[config.mk]
export PLATFORM = sky130hd
export DESIGN_NAME = matrix_multiply_engine_core
export DESIGN_NICKNAME = d
export VERILOG_FILES = /design/src/hw/rtl/mme_pkg.sv /design/src/hw/rtl/matrix_multiply_engine_core.sv /design/src/hw/rtl/mme_ctrl.sv /design/src/hw/rtl/mme_datapath.sv
export SDC_FILE = /design/constraint.sdc
export NUM_CORES = 2
export LEC_CHECK = 0
export BUFFER_PORTS_ARGS = -buffer_cell sky130_fd_sc_hd__buf_2
export CORE_MARGIN = 2
export CORE_UTILIZATION = 28
export DETAILED_ROUTE_END_ITERATION = 7
export GPL_ROUTABILITY_DRIVEN = 1
export SKIP_LAST_GASP = 1
export SYNTH_ARGS = -nofsm -noshare
export SYNTH_HDL_FRONTEND = slang
export SYNTH_SLANG_ARGS = --single-unit
export TNS_END_PERCENT = 100
[constraint.sdc]
create_clock -name clock -period 5.6 [get_ports clock]
set_input_delay 1.12 -clock clock [delete_from_list [all_inputs] [get_ports clock]]
set_output_delay 1.12 -clock clock [all_outputs]
set_load 0.05 [all_outputs]
[src/hw/rtl/mme_pkg.sv]
// Shared types and constants for the matrix multiply engine.
`timescale 1ns / 1ps

package mme_pkg;

   // Field widths of the transaction payloads
   localparam int OPCODE_W = 2;
   localparam int IDX_W    = 3;
   localparam int ELEM_W   = 16;
   localparam int RESULT_W = 32;
   localparam int ACC_W    = 40;
   localparam int DIM_W    = 4;
   localparam int CSR_IDX_W = 2;

   // Command opcodes
   localparam logic [OPCODE_W-1:0] OP_LOAD_LEFT  = 2'd0;
   localparam logic [OPCODE_W-1:0] OP_LOAD_RIGHT = 2'd1;
   localparam logic [OPCODE_W-1:0] OP_COMPUTE    = 2'd2;

   // Configuration register indexes
   localparam logic [CSR_IDX_W-1:0] CSR_LEFT_ROWS  = 2'd0;
   localparam logic [CSR_IDX_W-1:0] CSR_INNER_SIZE = 2'd1;
   localparam logic [CSR_IDX_W-1:0] CSR_RIGHT_COLS = 2'd2;

   localparam logic [DIM_W-1:0] DIM_RESET = 4'd8;

   // Saturation limits of the Q16.16 result
   localparam logic signed [RESULT_W-1:0] RESULT_MAX = 32'sh7FFF_FFFF;
   localparam logic signed [RESULT_W-1:0] RESULT_MIN = 32'sh8000_0000;

   // Input transaction
   typedef struct packed {
      logic [OPCODE_W-1:0]      opcode;
      logic [IDX_W-1:0]         elem_row;
      logic [IDX_W-1:0]         elem_col;
      logic signed [ELEM_W-1:0] elem_value;
   } mme_req_type;

   // Result transaction
   typedef struct packed {
      logic [IDX_W-1:0]           out_row;
      logic [IDX_W-1:0]           out_col;
      logic signed [RESULT_W-1:0] out_value;
      logic                       out_last;
   } mme_rsp_type;

   // Controller to datapath commands
   typedef struct packed {
      logic             load_left;
      logic             load_right;
      logic             issue;
      logic [DIM_W-1:0] r;
      logic [DIM_W-1:0] c;
      logic [DIM_W-1:0] l;
      logic             first;
      logic             last_k;
      logic             last;
   } mme_cmd_type;

   // Datapath to controller status
   typedef struct packed {
      logic pipe_busy;
   } mme_status_type;

   // Tag that travels with a product through the pipeline
   typedef struct packed {
      logic [IDX_W-1:0] row;
      logic [IDX_W-1:0] col;
      logic             first;
      logic             last_k;
      logic             last;
   } mme_tag_type;

endpackage

[src/hw/rtl/matrix_multiply_engine_core.sv]
// Top level of the fixed-point dense matrix multiply engine.
`timescale 1ns / 1ps
//
//   channel   handshake            payload                 direction
//   req       start, busy          req_data (mme_req_type)  in
//   rsp       rsp_strobe           rsp_data (mme_rsp_type)  out
//   csr       csr_we               csr_index, csr_wdata     in
//
// A load transaction leaves busy low, so the next one can follow.
// A compute transaction (m rows, n columns, k inner terms, clamped) holds busy
// until its last result is shown: the single multiply-accumulate unit takes one
// inner term per cycle, behind a registered store read and a product register.
// Reset is synchronous; configuration registers reset to 8, stores are not cleared.
// Results carry no back-pressure: each is on rsp_data for the one cycle of rsp_strobe.

module matrix_multiply_engine_core #(
   parameter int MAX_DIM   = 8,
   parameter int ELEM_BITS = 16
) (
   input  logic                           clock,
   input  logic                           reset,
   input  logic                           start,
   output logic                           busy,
   input  mme_pkg::mme_req_type           req_data,
   output logic                           rsp_strobe,
   output mme_pkg::mme_rsp_type           rsp_data,
   input  logic                           csr_we,
   input  logic [mme_pkg::CSR_IDX_W-1:0]  csr_index,
   input  logic [mme_pkg::DIM_W-1:0]      csr_wdata
);

   mme_pkg::mme_cmd_type     cmd;
   mme_pkg::mme_status_type  status;

   // Sequencer and configuration
   mme_ctrl #(
      .MAX_DIM (MAX_DIM)
   ) u_ctrl (
      .clock     (clock),
      .reset     (reset),
      .start     (start),
      .opcode    (req_data.opcode),
      .busy      (busy),
      .csr_we    (csr_we),
      .csr_index (csr_index),
      .csr_wdata (csr_wdata),
      .cmd       (cmd),
      .status    (status)
   );

   // Stores and multiply-accumulate
   mme_datapath #(
      .MAX_DIM   (MAX_DIM),
      .ELEM_BITS (ELEM_BITS)
   ) u_datapath (
      .clock      (clock),
      .reset      (reset),
      .req_data   (req_data),
      .cmd        (cmd),
      .status     (status),
      .rsp_strobe (rsp_strobe),
      .rsp_data   (rsp_data)
   );

endmodule

[src/hw/rtl/mme_ctrl.sv]
// Controller: configuration registers, command decode and loop sequencer.
`timescale 1ns / 1ps

module mme_ctrl #(
   parameter int MAX_DIM = 8
) (
   input  logic                              clock,
   input  logic                              reset,
   input  logic                              start,
   input  logic [mme_pkg::OPCODE_W-1:0]      opcode,
   output logic                              busy,
   input  logic                              csr_we,
   input  logic [mme_pkg::CSR_IDX_W-1:0]     csr_index,
   input  logic [mme_pkg::DIM_W-1:0]         csr_wdata,
   output mme_pkg::mme_cmd_type              cmd,
   input  mme_pkg::mme_status_type           status
);

   localparam int DIM_LIM = (MAX_DIM > 15) ? 15 : MAX_DIM;

   typedef enum logic [2:0] {
      ST_IDLE  = 3'b001,
      ST_RUN   = 3'b010,
      ST_DRAIN = 3'b100
   } state_type;

   function automatic logic [mme_pkg::DIM_W-1:0] clamp_dim(
      input logic [mme_pkg::DIM_W-1:0] v
   );
      logic [mme_pkg::DIM_W-1:0] res;
      res = v;
      if (v == '0) begin
         res = mme_pkg::DIM_W'(1);
      end else if (32'(v) > DIM_LIM) begin
         res = mme_pkg::DIM_W'(DIM_LIM);
      end
      return res;
   endfunction

   state_type                  state_ff, state_in;
   logic [mme_pkg::DIM_W-1:0]  rows_ff, rows_in;
   logic [mme_pkg::DIM_W-1:0]  inner_ff, inner_in;
   logic [mme_pkg::DIM_W-1:0]  cols_ff, cols_in;
   logic [mme_pkg::DIM_W-1:0]  r_ff, r_in;
   logic [mme_pkg::DIM_W-1:0]  c_ff, c_in;
   logic [mme_pkg::DIM_W-1:0]  l_ff, l_in;
   logic [mme_pkg::DIM_W-1:0]  m_dim, k_dim, n_dim;
   logic                       accept;
   logic                       last_l, last_c, last_r;

   assign busy   = (state_ff != ST_IDLE);
   assign accept = start && !busy;

   assign m_dim = clamp_dim(rows_ff);
   assign k_dim = clamp_dim(inner_ff);
   assign n_dim = clamp_dim(cols_ff);

   assign last_l = (l_ff == k_dim - 1'b1);
   assign last_c = (c_ff == n_dim - 1'b1);
   assign last_r = (r_ff == m_dim - 1'b1);

   // Configuration writes
   always_comb begin
      rows_in  = rows_ff;
      inner_in = inner_ff;
      cols_in  = cols_ff;
      if (csr_we) begin
         case (csr_index)
            mme_pkg::CSR_LEFT_ROWS:  rows_in  = csr_wdata;
            mme_pkg::CSR_INNER_SIZE: inner_in = csr_wdata;
            mme_pkg::CSR_RIGHT_COLS: cols_in  = csr_wdata;
            default: ;
         endcase
      end
   end

   // Sequencer: row-major over results, inner index fastest
   always_comb begin
      state_in = state_ff;
      r_in     = r_ff;
      c_in     = c_ff;
      l_in     = l_ff;
      case (state_ff)
         ST_IDLE: begin
            if (accept && opcode == mme_pkg::OP_COMPUTE) begin
               r_in     = '0;
               c_in     = '0;
               l_in     = '0;
               state_in = ST_RUN;
            end
         end
         ST_RUN: begin
            if (last_l) begin
               l_in = '0;
               if (last_c) begin
                  c_in = '0;
                  if (last_r) begin
                     state_in = ST_DRAIN;
                  end else begin
                     r_in = r_ff + 1'b1;
                  end
               end else begin
                  c_in = c_ff + 1'b1;
               end
            end else begin
               l_in = l_ff + 1'b1;
            end
         end
         ST_DRAIN: begin
            if (!status.pipe_busy) begin
               state_in = ST_IDLE;
            end
         end
         default: state_in = ST_IDLE;
      endcase
   end

   // Commands to the datapath
   always_comb begin
      cmd.load_left  = accept && (opcode == mme_pkg::OP_LOAD_LEFT);
      cmd.load_right = accept && (opcode == mme_pkg::OP_LOAD_RIGHT);
      cmd.issue      = (state_ff == ST_RUN);
      cmd.r          = r_ff;
      cmd.c          = c_ff;
      cmd.l          = l_ff;
      cmd.first      = (l_ff == '0);
      cmd.last_k     = last_l;
      cmd.last       = last_r && last_c;
   end

   always_ff @(posedge clock) begin
      if (reset) begin
         state_ff <= ST_IDLE;
         rows_ff  <= mme_pkg::DIM_RESET;
         inner_ff <= mme_pkg::DIM_RESET;
         cols_ff  <= mme_pkg::DIM_RESET;
         r_ff     <= '0;
         c_ff     <= '0;
         l_ff     <= '0;
      end else begin
         state_ff <= state_in;
         rows_ff  <= rows_in;
         inner_ff <= inner_in;
         cols_ff  <= cols_in;
         r_ff     <= r_in;
         c_ff     <= c_in;
         l_ff     <= l_in;
      end
   end

   // A compute transaction taken in idle starts the sequencer
   a_compute_starts: assert property (@(posedge clock) disable iff (reset)
      (accept && opcode == mme_pkg::OP_COMPUTE) |=> (state_ff == ST_RUN))
      else $error("compute transaction did not start the sequencer");

   // Loop counters stay inside the clamped dimensions while issuing
   a_counters_in_range: assert property (@(posedge clock) disable iff (reset)
      (state_ff == ST_RUN) |-> (l_ff < k_dim && c_ff < n_dim && r_ff < m_dim))
      else $error("loop counter out of range");

   // No store write may happen while a compute is in flight
   a_no_load_when_busy: assert property (@(posedge clock) disable iff (reset)
      busy |-> !(cmd.load_left || cmd.load_right))
      else $error("store write while busy");

endmodule

[src/hw/rtl/mme_datapath.sv]
// Datapath: element stores, multiply-accumulate pipeline and result register.
`timescale 1ns / 1ps

module mme_datapath #(
   parameter int MAX_DIM   = 8,
   parameter int ELEM_BITS = 16
) (
   input  logic                     clock,
   input  logic                     reset,
   input  mme_pkg::mme_req_type     req_data,
   input  mme_pkg::mme_cmd_type     cmd,
   output mme_pkg::mme_status_type  status,
   output logic                     rsp_strobe,
   output mme_pkg::mme_rsp_type     rsp_data
);

   localparam int DEPTH  = MAX_DIM * MAX_DIM;
   localparam int ADDR_W = (DEPTH > 1) ? $clog2(DEPTH) : 1;
   localparam int EW     = (ELEM_BITS < mme_pkg::ELEM_W) ? ELEM_BITS : mme_pkg::ELEM_W;

   logic [EW-1:0]                          left_mem  [DEPTH];
   logic [EW-1:0]                          right_mem [DEPTH];

   logic [15:0]                            wr_idx, a_idx, b_idx;
   logic [ADDR_W-1:0]                      wr_addr, a_addr, b_addr;
   logic                                   load_ok;
   logic [EW-1:0]                          wr_elem;

   logic [EW-1:0]                          a_rd_ff, b_rd_ff;
   logic signed [mme_pkg::ELEM_W-1:0]      a_ext, b_ext;
   logic                                   v1_ff, v2_ff, v3_ff;
   mme_pkg::mme_tag_type                   tag0, tag1_ff, tag2_ff, tag3_ff;
   logic signed [2*mme_pkg::ELEM_W-1:0]    prod_ff;
   logic signed [mme_pkg::ACC_W-1:0]       acc_ff, acc_in;
   logic signed [mme_pkg::RESULT_W-1:0]    sat_value;
   logic                                   out_valid_ff;
   mme_pkg::mme_rsp_type                   out_ff, out_in;

   // Store addressing: row-major, MAX_DIM entries per row
   assign wr_idx  = 16'(req_data.elem_row) * 16'(MAX_DIM) + 16'(req_data.elem_col);
   assign a_idx   = 16'(cmd.r) * 16'(MAX_DIM) + 16'(cmd.l);
   assign b_idx   = 16'(cmd.l) * 16'(MAX_DIM) + 16'(cmd.c);
   assign wr_addr = wr_idx[ADDR_W-1:0];
   assign a_addr  = a_idx[ADDR_W-1:0];
   assign b_addr  = b_idx[ADDR_W-1:0];
   assign load_ok = (32'(req_data.elem_row) < MAX_DIM) && (32'(req_data.elem_col) < MAX_DIM);
   assign wr_elem = req_data.elem_value[EW-1:0];

   // Left store
   always_ff @(posedge clock) begin
      if (cmd.load_left && load_ok) begin
         left_mem[wr_addr] <= wr_elem;
      end
      if (cmd.issue) begin
         a_rd_ff <= left_mem[a_addr];
      end
   end

   // Right store
   always_ff @(posedge clock) begin
      if (cmd.load_right && load_ok) begin
         right_mem[wr_addr] <= wr_elem;
      end
      if (cmd.issue) begin
         b_rd_ff <= right_mem[b_addr];
      end
   end

   // Tag for the element pair being read
   always_comb begin
      tag0.row    = cmd.r[mme_pkg::IDX_W-1:0];
      tag0.col    = cmd.c[mme_pkg::IDX_W-1:0];
      tag0.first  = cmd.first;
      tag0.last_k = cmd.last_k;
      tag0.last   = cmd.last;
   end

   assign a_ext = mme_pkg::ELEM_W'($signed(a_rd_ff));
   assign b_ext = mme_pkg::ELEM_W'($signed(b_rd_ff));

   // Accumulate: restart on the first inner term
   assign acc_in = tag2_ff.first ? mme_pkg::ACC_W'(prod_ff)
                                 : acc_ff + mme_pkg::ACC_W'(prod_ff);

   // Saturate to Q16.16
   always_comb begin
      sat_value = acc_ff[mme_pkg::RESULT_W-1:0];
      if (acc_ff > mme_pkg::ACC_W'(mme_pkg::RESULT_MAX)) begin
         sat_value = mme_pkg::RESULT_MAX;
      end else if (acc_ff < mme_pkg::ACC_W'(mme_pkg::RESULT_MIN)) begin
         sat_value = mme_pkg::RESULT_MIN;
      end
   end

   always_comb begin
      out_in.out_row   = tag3_ff.row;
      out_in.out_col   = tag3_ff.col;
      out_in.out_value = sat_value;
      out_in.out_last  = tag3_ff.last;
   end

   // Pipeline valid bits
   always_ff @(posedge clock) begin
      if (reset) begin
         v1_ff        <= 1'b0;
         v2_ff        <= 1'b0;
         v3_ff        <= 1'b0;
         out_valid_ff <= 1'b0;
      end else begin
         v1_ff        <= cmd.issue;
         v2_ff        <= v1_ff;
         v3_ff        <= v2_ff;
         out_valid_ff <= v3_ff && tag3_ff.last_k;
      end
   end

   // Pipeline payload
   always_ff @(posedge clock) begin
      tag1_ff <= tag0;
      tag2_ff <= tag1_ff;
      tag3_ff <= tag2_ff;
      prod_ff <= a_ext * b_ext;
      if (v2_ff) begin
         acc_ff <= acc_in;
      end
      if (v3_ff && tag3_ff.last_k) begin
         out_ff <= out_in;
      end
   end

   assign status.pipe_busy = v1_ff || v2_ff || v3_ff || out_valid_ff;
   assign rsp_strobe       = out_valid_ff;
   assign rsp_data         = out_ff;

   // A result is only shown after the final inner term reached the accumulator
   a_result_after_sum: assert property (@(posedge clock) disable iff (reset)
      rsp_strobe |-> $past(v3_ff && tag3_ff.last_k))
      else $error("result strobe without a finished sum");

   // Every issued read passes through v1_ff and v2_ff on to the v3_ff stage
   a_pipe_advances: assert property (@(posedge clock) disable iff (reset)
      cmd.issue |=> ##2 v3_ff)
      else $error("issued read lost in the pipeline");

   // The pipeline reports busy while any stage holds a product
   a_busy_covers_pipe: assert property (@(posedge clock) disable iff (reset)
      (v1_ff || v2_ff || v3_ff) |-> status.pipe_busy)
      else $error("pipeline busy not reported");

endmodule

==> summary.md <==
| Metric | Value |
|---|---|
| Result of the run | finished with violations |
| Violated checks | negative setup slack |
| Average cell area after synthesis | 19.8 um^2 |
| Commonest cells post-synth | edfxtp_1, mux4_2, inv_1 |
| Syn-to-layout area delta | 16.2% |
| Clock tree from TritonCTS | done |
| DR vias | approximately 47000 |
| Hold crit path type | register to register |
| Kind of cell with the highest combined delay on the critical path | adder cells |
| Hold Violations, Final | 0 |
| Worst-case register-to-register setup slack | -0.15 ns |
| Lkg Pwr | about 36 nW |
| Required time of the worst setup path | around 6.4 ns |
| Height of the die | around 600 um |
| Delay contributed by the slowest stage of the critical path | 0.55 ns |
| CTS root buffer | clkbuf_16 |
| Total standard cell area after synthesis | 96800 um^2 |
| Number of levels the H-tree was split into | 4 |
| Initial core utilization | between 20 and 30% |
| Crit path launch type | register |
| Standard cell core area | 344000 um^2 |
| All-layer global routing usage | approximately an eighth |
| Transition time at the pin with the least slew margin | roughly 1.2 ns |
| Via-per-instance ratio | 4.71 |
| Placement row count | between 200 and 250 |
| Setup Slack @ Placement | -0.311 ns |
| Power density over the cells | 312 nW/um^2 |
| Slowest stage cell on the critical path | fa_1 |
| Number of buffers added by the clock tree synthesis step | 226 |
| Routed WL per cell | roughly 23 um |
| Kind of critical path | register to register |
| MaxCap Viol Count | 0 |
| Fin worst setup slack | -0.148 ns |
| CTS Sinks | approximately 2200 |
| Fin Clk Skew | 0.125 ns |
| Setup Viol. Count Final | 9 |
| First-pass detailed-route iteration total | 5 |
| Remaining number of nets flagged by the antenna check after routing | 0 |
| Most instantiated flip-flop cell in the synthesis netlist | edfxtp_1 |
| Total die area | 350000 um^2 |
| Share of the clock period used by the worst path after layout | 103% |
| Count leader, synth | edfxtp_1 |
| Dominant cell type by count on the critical path | fa_1 |
| Headroom to the max-slew limit | between 20% and 30% |
| Hold_ws | ~0.33 ns |
| Total half-perimeter wirelength after legalization and detailed placement | about 150000 um |
| Final non-filler cell total | 10072 |
| Max VDD drop | 285 uV |
| Max frequency | about 170 MHz |
| Seq/Total Area, Yosys | between 60% and 70% |
| Post-layout nets | about 5800 |
| Synth Instances | 4895 |
| Async set-or-reset flop fraction in the synthesized netlist | 0% |
| Share of post-route cells with drive strength above 1 | between 20% and 30% |
| Buffers & Inverters on Critical Path | 9 |
| Leftover overflow at the end of global routing | 0 |
| Initial antenna violation count | 15 |
| IO Port Bufs | 74 |
| Clock tree buffer depth | 4 |
| Biggest fanout along the worst timing path | 5 |
| Number of register bits inferred by synthesis | 2248 |
| Sum of negative setup slack | -0.976 ns |
| Final Max Tran Viols | 0 |
| Placed Instances | 9624 |
| RSZ-0062 raised after global routing | yes |
| Final routed wirelength across all metal layers | 235000 um |
| Wire length of the first global-routing pass | 344000 um |
| I/O pin count | 75 |
| Final RePlAce weighted congestion | roughly 0.82 |
| Synth unique cells | slightly above 70 |
| Post-synth top area cell | edfxtp_1 |
| Final Core Density | between 30% and 40% |
| Via count of the first global-routing pass | a little under 50000 |
| Fraction of post-synthesis cell area in the top cell type by area | 67.0% |
| Die X | 592 um |
| Worst endpoint data arrival time | 6.50 ns |
| Number of enable flip-flop cells after synthesis | 2159 |
| Count of warnings emitted by yosys | 0 |
| Remaining design rule violation count | 0 |
| Clock transition at the registers of the reported paths | 0.08 ns |
| Iter 0 DRT Violations | 4873 |
| Cells along the critical path | buf_6 -> buf_6 -> nand2_2 -> fa_1 -> inv_2 -> fa_1 -> inv_1 -> fa_1 -> inv_2 -> fa_1 -> fa_1 -> inv_2 -> fa_1 -> inv_2 -> ha_4 -> a21o_1 -> o21bai_1 -> a21o_1 -> a221o_1 -> buf_4 -> buf_6 -> a21oi_4 -> o21ai_2 -> xor2_1 |
| Maximum number of pins on one net before global-route repair | 118 |
| Post-layout minimum cycle time | 5.75 ns |
| Clock latency on the worst-skew pair | roughly 0.92 ns |
| Critical path endpoint category | register |
| Number of nets in the synthesized netlist | 5324 |
| Cts hold-fix bufs | 0 |
| Cell types with the largest area share after synthesis | edfxtp_1, mux4_2, fa_1 |
cell usage in the layout (no fill, tap or decap), types with 10 or more instances in the layout:
cell type      n
clkinv_1      38
dfxtp_1       81
nand3b_1      11
xnor2_1       52
and2_4        11
buf_12        21
diode_2       12
nand2b_1      16
a211oi_1      11
o21ai_0       60
o21a_1        12
mux2i_1       14
xor2_1        29
nand2_1      178
a21o_1        69
ha_1         118
o21bai_1      12
and2_1       116
bufinv_16     14
a21oi_2       10
nor2_1       199
nand3_1       20
nand4_1       11
nor3b_1       11
buf_2         58
inv_2         14
a21oi_1       47
buf_4        320
inv_1        306
fa_1         249
buf_6         26
clkbuf_16    228
clkinv_2      45
clkinvlp_4    10
edfxtp_1    2159
fa_2          14
clkbuf_1      53
mux4_2       672
layout make-up:
type	instances	area [um^2]
inverter	321	1210
antenna	12	30.0
fill	32320	231000
clock buffer	284	5950
tap	4557	5700
clock inverter	121	1070
sequential	2248	66600
multi-input combinational	2103	28400
timing repair buffer	426	3420
where the power goes:
part | switching, mW | total, mW | leakage [nW] | internal, mW
clock network | 6.36 | 14.5 | 3.42 | 8.16
logic | 1.17 | 1.97 | 12.9 | 0.798
registers | 0.0768 | 18.6 | 20.1 | 18.5
total | 7.60 | 35.1 | 36.5 | 27.5
logic make-up (layout without fill, tap and decap cells):
group | count (synthesis) | after routing | share of synthesized area (%)
compound gates | 280 | 280 | 1.92
fa+ha+maj | 395 | 395 | 7.15
xor+xnor | 85 | 85 | 0.769
simple gates | 654 | 654 | 3.29
flops | 2248 | 2248 | 68.8
mux | 689 | 689 | 15.8
other cells | 0 | 12 | 0
buf+inv | 544 | 1152 | 2.23
metal layers:
layer | up-vias | part of all wire [%] | track usage (%) | wire length [um]
li1 | 20149 | - | - | -
met1 | 25388 | 41 | 17.5 | 96700
met2 | 1542 | 50 | 22.7 | 117000
met3 | 339 | 6.5 | 2.16 | 15200
met4 | 4 | 2.7 | 3.58 | 6330
met5 | - | 0.011 | 0 | 26
registers in the layout, indices dropped and copies added (netlist names), 16 cells and up:
| register | flops |
|---|---|
| u_datapath.acc_ff | 40 |
| u_datapath.left_mem | 1024 |
| u_datapath.b_ext | 16 |
| u_datapath.a_ext | 16 |
| u_datapath.rsp_data | 39 |
| u_datapath.prod_ff | 32 |
| u_datapath.right_mem | 1024 |
final timing paths:
kind,startpoint,end,cells after the start
worst max-delay path,u_datapath.a_ext[5],u_datapath.prod_ff[20],24
worst min register to register,u_datapath.tag1_ff[3],u_datapath.tag2_ff[3],0
worst min-delay path,u_datapath.tag1_ff[3],u_datapath.tag2_ff[3],0
worst max register to register,u_datapath.a_ext[5],u_datapath.prod_ff[20],24
stage by stage:
stage	power (mW)	area, um^2
3_3_place_gp	20.8	105000
4_1_cts	35.4	112000
6_report	35.1	112000
2_1_floorplan	20.1	96800
3_5_place_dp	20.8	105000
5_1_grt	36.2	112000
repair_timing:
action	CTS	global route
gates resized for setup	76	51
pin swaps	62	60
setup endpoints to repair	16	18
setup buffers	23	9
Power figures use the tool's default switching activity.
